`src/sv/irn_pkg.sv`:
```
// ----------------------------------------------------------------------------
// irn_pkg
// Shared types, codes and helper functions for the nearest-neighbour
// rotation core.
// ----------------------------------------------------------------------------
package irn_pkg;

  localparam int DEF_MAX_WIDTH      = 256;
  localparam int DEF_MAX_HEIGHT     = 256;
  localparam int DEF_COEF_FRAC_BITS = 14;

  localparam int CFG_INDEX_W = 2;
  localparam int CFG_DATA_W  = 16;
  localparam int DIM_W       = 9;
  localparam int COEF_W      = 16;
  localparam int PIX_W       = 24;

  localparam logic [CFG_INDEX_W-1:0] CFG_IMAGE_WIDTH  = 2'd0;
  localparam logic [CFG_INDEX_W-1:0] CFG_IMAGE_HEIGHT = 2'd1;
  localparam logic [CFG_INDEX_W-1:0] CFG_COS_COEF     = 2'd2;
  localparam logic [CFG_INDEX_W-1:0] CFG_SIN_COEF     = 2'd3;

  localparam logic [DIM_W-1:0]         IMAGE_WIDTH_RESET  = 9'd256;
  localparam logic [DIM_W-1:0]         IMAGE_HEIGHT_RESET = 9'd256;
  localparam logic signed [COEF_W-1:0] COS_RESET          = 16'sd15826;
  localparam logic signed [COEF_W-1:0] SIN_RESET          = 16'sd4240;

  localparam logic OP_LOAD  = 1'b0;
  localparam logic OP_FETCH = 1'b1;

  typedef struct packed {
    logic load_we;
    logic fetch_go;
    logic sum_en;
    logic rnd_en;
    logic rd_en;
  } irn_cmd_t;

  // Remainder of an 8-bit value by a constant, by shifted compare and subtract.
  function automatic logic [7:0] mod8(input logic [7:0] v, input int unsigned m);
    logic [31:0] r;
    r = 32'(v);
    for (int k = 7; k >= 0; k--) begin
      if (r >= (32'(m) << k)) begin
        r = r - (32'(m) << k);
      end
    end
    return r[7:0];
  endfunction

  // Saturate a dimension register to 1..maxv.
  function automatic logic [31:0] sat_dim(input logic [DIM_W-1:0] v, input int unsigned maxv);
    logic [31:0] r;
    r = 32'(v);
    if (r < 32'd1) begin
      r = 32'd1;
    end else if (r > 32'(maxv)) begin
      r = 32'(maxv);
    end
    return r;
  endfunction

endpackage

```
`src/sv/irn_ctrl.sv`:
```
// ----------------------------------------------------------------------------
// irn_ctrl
// Sequencer: accepts words, steps a fetch through multiply, sum, round and
// read, and strobes the result.
// ----------------------------------------------------------------------------
module irn_ctrl (
  input  logic              clk,
  input  logic              rst,
  input  logic              start,
  input  logic              op,
  output logic              busy,
  output logic              done,
  output irn_pkg::irn_cmd_t cmd
);

  import irn_pkg::*;

  localparam logic [2:0] S_IDLE = 3'd0;
  localparam logic [2:0] S_SUM  = 3'd1;
  localparam logic [2:0] S_RND  = 3'd2;
  localparam logic [2:0] S_READ = 3'd3;
  localparam logic [2:0] S_DONE = 3'd4;

  logic [2:0] state;
  logic [2:0] state_next;
  logic       accept;

  assign busy   = (state != S_IDLE);
  assign accept = start & ~busy;
  assign done   = (state == S_DONE);

  assign cmd.load_we  = accept & (op == OP_LOAD);
  assign cmd.fetch_go = accept & (op == OP_FETCH);
  assign cmd.sum_en   = (state == S_SUM);
  assign cmd.rnd_en   = (state == S_RND);
  assign cmd.rd_en    = (state == S_READ);

  always_comb begin
    state_next = state;
    case (state)
      S_IDLE: begin
        if (cmd.fetch_go) begin
          state_next = S_SUM;
        end
      end
      S_SUM:  state_next = S_RND;
      S_RND:  state_next = S_READ;
      S_READ: state_next = S_DONE;
      S_DONE: state_next = S_IDLE;
      default: state_next = S_IDLE;
    endcase
  end

  always_ff @(posedge clk) begin
    if (rst) begin
      state <= S_IDLE;
    end else begin
      state <= state_next;
    end
  end

endmodule

```
`config.mk`:
```
export PLATFORM = sky130hd
export DESIGN_NAME = irn_ctrl
export DESIGN_NICKNAME = d
export VERILOG_FILES = /design/src/sv/irn_pkg.sv /design/src/sv/irn_ctrl.sv
export SDC_FILE = /design/constraint.sdc
export NUM_CORES = 1
export LEC_CHECK = 0
export ABC_AREA = 1
export BUFFER_PORTS_ARGS = -buffer_cell sky130_fd_sc_hd__buf_2
export CORE_AREA = 2 2 39 41
export CTS_CLUSTER_SIZE = 14
export DETAILED_ROUTE_END_ITERATION = 10
export DIE_AREA = 0 0 41 43
export SYNTH_ARGS = -nofsm -noshare
export SYNTH_HDL_FRONTEND = slang
export SYNTH_SLANG_ARGS = --single-unit
```
`constraint.sdc`:
```
create_clock -name clk -period 0.8 [get_ports clk]
set_input_delay 0.12 -clock clk [delete_from_list [all_inputs] [get_ports clk]]
set_output_delay 0.12 -clock clk [all_outputs]
set_load 0.1 [all_outputs]
```
==> results.toml, run 1 <==
[status]
status = "finished, violations left"
violations = "setup timing"

[floorplan]
core-area_um2 = 1380
io_pins = 11
fp.dieH_um = 43
initial_core_util = 0.122
die_w_um = 41
fp-row-count = 14
dieArea_um2 = 1760

[route]
drt_wl_total_um = 523
drt_first_iter_violations = 0
vias_per_cell = 3.67
vias = 235
wire_per_inst_um = 8.17
ant_nets = 0
dr.pass1.iters = 1
drc = 0

[grt]
gr-total-overflow = 0
grt_pass1_wl_um = 966
grt_usage = 0.0923
grt_pass1_vias = 237
grt_antenna_before_repair = 0
grt_max_degree = 5

[yosys]
synth.top_cell.area_share = 0.356
synth_seq_area_share = 0.356
synth_area_um2 = 169
netlist_top_cells_count = "inv_1 (6), dfxtp_1 (3), nor2_1 (3)"
ys_async_sr_fraction = 0
synthFlopType = "dfxtp_1"
synth_edf_count = 0
synth_seq_cells = 3
postSynthAreaPerCell_um2 = 7.04
ys_types = 11
synth_area_leaders = "dfxtp_1 (36%), inv_1 (13%), a21oi_2 (10%), nand2_2 (7.4%), nor2_1 (6.7%)"
syn_inst = 24
yosysMostFrequentCell = "inv_1"
yosysWarningCount = 0
synth_top_cell_by_area = "dfxtp_1"
syn_nets = 28

[timing]
fin_crit_sh = 1.58
postLayoutSetupSlackWorst_ps = -461
worst_slew_pin_slew_ps = 176
max_freq_mhz = 793
rsz0062_at_grt = "yes"
finalHoldViolations = 0
setup_tns_ps = -3280
max_slew_margin = 0.882
clock_skew_ps = 1.87
finalCriticalPeriod_ps = 1260
setup_viol = 10
drv_slew = 0

[place]
post-dp-hpwl_um = 413
portBuffers = 10
dp_cells = 58
pre_cts_slack_ps = -264
gp_congestion = 0.691

[critical_path]
rrSetupSlack_ps = -190
cp.required_ps = 680
critical_path.max_fanout = 4
cp_cell_sequence = "nor2_4, nand3_4, nor2_4, buf_12"
crit_path_end_kind = "output port"
cp.arrival_ps = 1140
critical_path_class = "reg -> out"
cpPeakStageDelay_ps = 360
cpMostUsedCell = "nor2_4"
ff2ff_path_depth = 5
critical_path.slowest_cell = "dfxtp_4"
start_kind = "flop"

[cells_and_area]
largest_reg_flops = 3
area_growth_pct = 237
finalNonFillerCells = 64
regArea_um2 = 71.3
largest-register = "state"
fillCellCount = 131
final_nets = 53
antenna_cells = 0
drive_gt1_frac = 0.896
multiInputGateArea_um2 = 165
top_regs = "state (3)"

[pwr]
ir_drop_mv = 1.07
powerDensity_nw_per_um2 = 2270
p_leak_uw = 0.000223
power_uw = 1290

[hold_path]
hp-class = "in -> reg"
holdPathStages = 2

[cts]
clkTransAtPathRegs_ps = 30
cts_root_buf = "clkbuf_4"
clock_path_buffers = 2
insertion_delay_ps = 230
htree_levels = 1
clock_sinks = 3
cts_buffers = 3
tritoncts = "done"

[flow_run]
maxCapViolations = 0
## area by class of cell
class	instances	area share
Inverter	7	0.0725
Clock buffer	4	0.0462
Multi-Input combinational cell	14	0.290
Sequential cell	3	0.125
Tap cell	16	0.0352
Timing Repair Buffer	20	0.431
## metal layers
layer	track usage	part of all wire	vias up
li1	-	-	124
met2	0.103	0.55	8
met5	0	0	-
met4	0.140	0	0
met3	0.0471	0.076	0
met1	0.0929	0.37	103
## cell families after synthesis
kind of cell           Yosys count  share of synthesized area
AND/OR/NAND/NOR                 12                      0.385
buffers and inverters            7                      0.156
AO/OA/AOI/OAI                    2                      0.104
flip-flops                       3                      0.356
## final timing paths
kind,start,to
worst min register to register,state[2],state[2]
worst max register to register,state[0],state[1]
worst max-delay path,state[0],cmd[3]
worst min-delay path,rst,state[1]
## cell usage in the layout, fill, tap and decap left out
| master | netlist | final |
|---|---|---|
| a21oi_2 | 2 | 2 |
| clkbuf_4 | 0 | 3 |
| dfxtp_4 | 0 | 3 |
| nand2_2 | 2 | 1 |
| nor4_4 | 0 | 1 |
| clkbuf_1 | 0 | 1 |
| nand3_4 | 0 | 2 |
| buf_4 | 0 | 6 |
| clkinvlp_4 | 0 | 2 |
| nand2_1 | 1 | 1 |
| nor3_4 | 0 | 2 |
| inv_1 | 6 | 2 |
| inv_4 | 0 | 3 |
| nor2_4 | 1 | 3 |
| nand2_4 | 0 | 1 |
| buf_12 | 0 | 7 |
| buf_2 | 0 | 3 |
| buf_6 | 0 | 4 |
| nor2_1 | 3 | 1 |
## through the flow
stage	cell area [µm²]	hold WS [ps]	utilization
finish	569	98.1	0.411
global route	569	105	0.411
CTS	549	72.4	0.397
detailed placement	480	313	0.347
global placement	480	314	0.347
floorplan	245	175	-
## worst max-delay path, delay by kind of cell (launching register included)
kind                   cells  cell delay [ps]
DFF                        1              360
and+or+nand+nor            3              370
buffers and inverters      1              180
## power by group
part	total (µW)	leakage, µW	switching (µW)	internal, µW
clock network	263	0.0000150	76.2	187
registers	197	0.0000267	28.4	169
logic	831	0.000181	497	335
total	1290	0.000223	601	690
## what timing repair did
| action | 4_1_cts | 5_1_grt |
|---|---|---|
| setup buffers | 1 | 1 |
| hold endpoints to repair | 0 | 0 |
| pin swaps | 6 | 2 |
| hold buffers | 0 | 0 |
| resized for setup | 8 | 2 |
| setup endpoints to repair | 10 | 10 |
No activity file was read; power rests on OpenSTA's default activity.
==> inputs of run 2 (changes only) <==
clock period = 1.55 ns   (was 0.8 ns; I/O delays follow)
==> results.toml, run 2 (synthesized netlist as in run 1, its figures left out) <==
[timing]
postLayoutSetupSlackWorst_ps = 96.4
drv_slew = 0
max_freq_mhz = 688
fin_crit_sh = 0.938
finalCriticalPeriod_ps = 1450
setup_viol = 0
max_slew_margin = 0.679
clock_skew_ps = 0.524
worst_slew_pin_slew_ps = 485
rsz0062_at_grt = "no"
setup_tns_ps = 0
finalHoldViolations = 0

[critical_path]
cp.required_ps = 1320
critical_path.max_fanout = 4
start_kind = "flop"
cp.arrival_ps = 1220
critical_path_class = "reg -> out"
crit_path_end_kind = "output port"

[cells_and_area]
drive_gt1_frac = 0.632
design_area_um2 = 385
final_cell_mix = "inv_1 (6), buf_12 (6), buf_2 (4)"
final_core_util = 0.278
largest_reg_flops = 3
antenna_cells = 0
largest-register = "state"
area_growth_pct = 128
top_regs = "state (3)"
final_nets = 43

[floorplan]
fp.dieH_um = 43
io_pins = 11
die_w_um = 41
fp-row-count = 14
initial_core_util = 0.122
core-area_um2 = 1380
dieArea_um2 = 1760

[flow_run]
maxCapViolations = 0

[route]
drt_wl_total_um = 384
wire_per_inst_um = 7.11
dr.pass1.iters = 4
vias_per_cell = 3.50
vias = 189
drt_first_iter_violations = 4
drc = 0
ant_nets = 0

[cts]
clock_sinks = 3
clkTransAtPathRegs_ps = 30
cts_buffers = 3
cts_hold_buf = 0
cts_root_buf = "clkbuf_4"
insertion_delay_ps = 230
htree_levels = 1
clock_path_buffers = 2
tritoncts = "done"

[grt]
busiest_layer = "met4"
gr-usage-met3 = 0.0419
grt_pass1_vias = 188
grt_usage = 0.0671
grt_max_degree = 6
gr-total-overflow = 0
use_met1 = 0.0767
globalRouteMet2Util = 0.0625
grt_pass1_wl_um = 690
grt_antenna_before_repair = 0

[pwr]
p_leak_uw = 0.000177
ir_drop_mv = 0.437
powerDensity_nw_per_um2 = 1370

[place]
dpl_cell_area_um2 = 354
post-dp-hpwl_um = 327
portBuffers = 10
pre_cts_slack_ps = 284
gp_congestion = 0.574

[hold_path]
hp-class = "in -> reg"

[status]
status = "complete, no violations"
## run 2: changes by cell type in the layout (fill, tap and decap cells not counted), moves of 2 or more
cell | before | now
buf_4 | 6 | 0
buf_6 | 4 | 0
clkinvlp_4 | 2 | 0
dfxtp_1 | 0 | 3
dfxtp_4 | 3 | 0
inv_1 | 2 | 6
inv_4 | 3 | 0
nand3_4 | 2 | 0
nor3_2 | 0 | 2
nor3_4 | 2 | 0
## run 2: path summary, 6_finish.rpt
kind	from	to	slack, ps	depth (start not counted)
setup / recovery	state[2]	busy	100	3
hold / removal	rst	state[1]	200	2
setup reg to reg	state[2]	state[0]	690	4
hold reg to reg	state[1]	state[1]	520	2
## run 2: routing by layer
layer,part of all wire,vias up
met3,0.12,2
met2,0.43,11
met5,0,-
li1,-,101
met4,0.031,0
met1,0.42,75
## run 2: layout make-up
cell class              instances  area [µm²]
flip-flops and latches          3        60.1
inverters                       7        26.3
multi-input cells              14         113
fillers                       153         998
clock buffers                   4        26.3
repair buffers                 10         140
well taps                      16        20.0
## run 2: stage by stage
stage / power (µW) / instances / hold slack [ps]
final: 529 / 54 / 199
after global routing: 565 / 54 / 194
after CTS: 538 / 54 / 188
after detailed placement: 397 / 50 / 435
after global placement: 396 / 50 / 434
after floorplan: 310 / 24 / 295
## run 2: what timing repair did
item	4_1_cts	5_1_grt
gates resized for setup	0	1
setup buffers	0	0
setup endpoints to repair	0	2
## run 2: power by group
group | leakage, µW | total (µW) | switching (µW) | internal (µW)
clock | 0.0000150 | 133 | 36.6 | 96.2
sequential | 0.0000246 | 97.3 | 11.1 | 86.1
combinational | 0.000138 | 299 | 215 | 84.6
## run 2: worst max-delay path, cell delays in order (launching register included)
cell,delay (ps)
dfxtp_1,410
nor2_4,80
nand2_2,70
buf_2,420
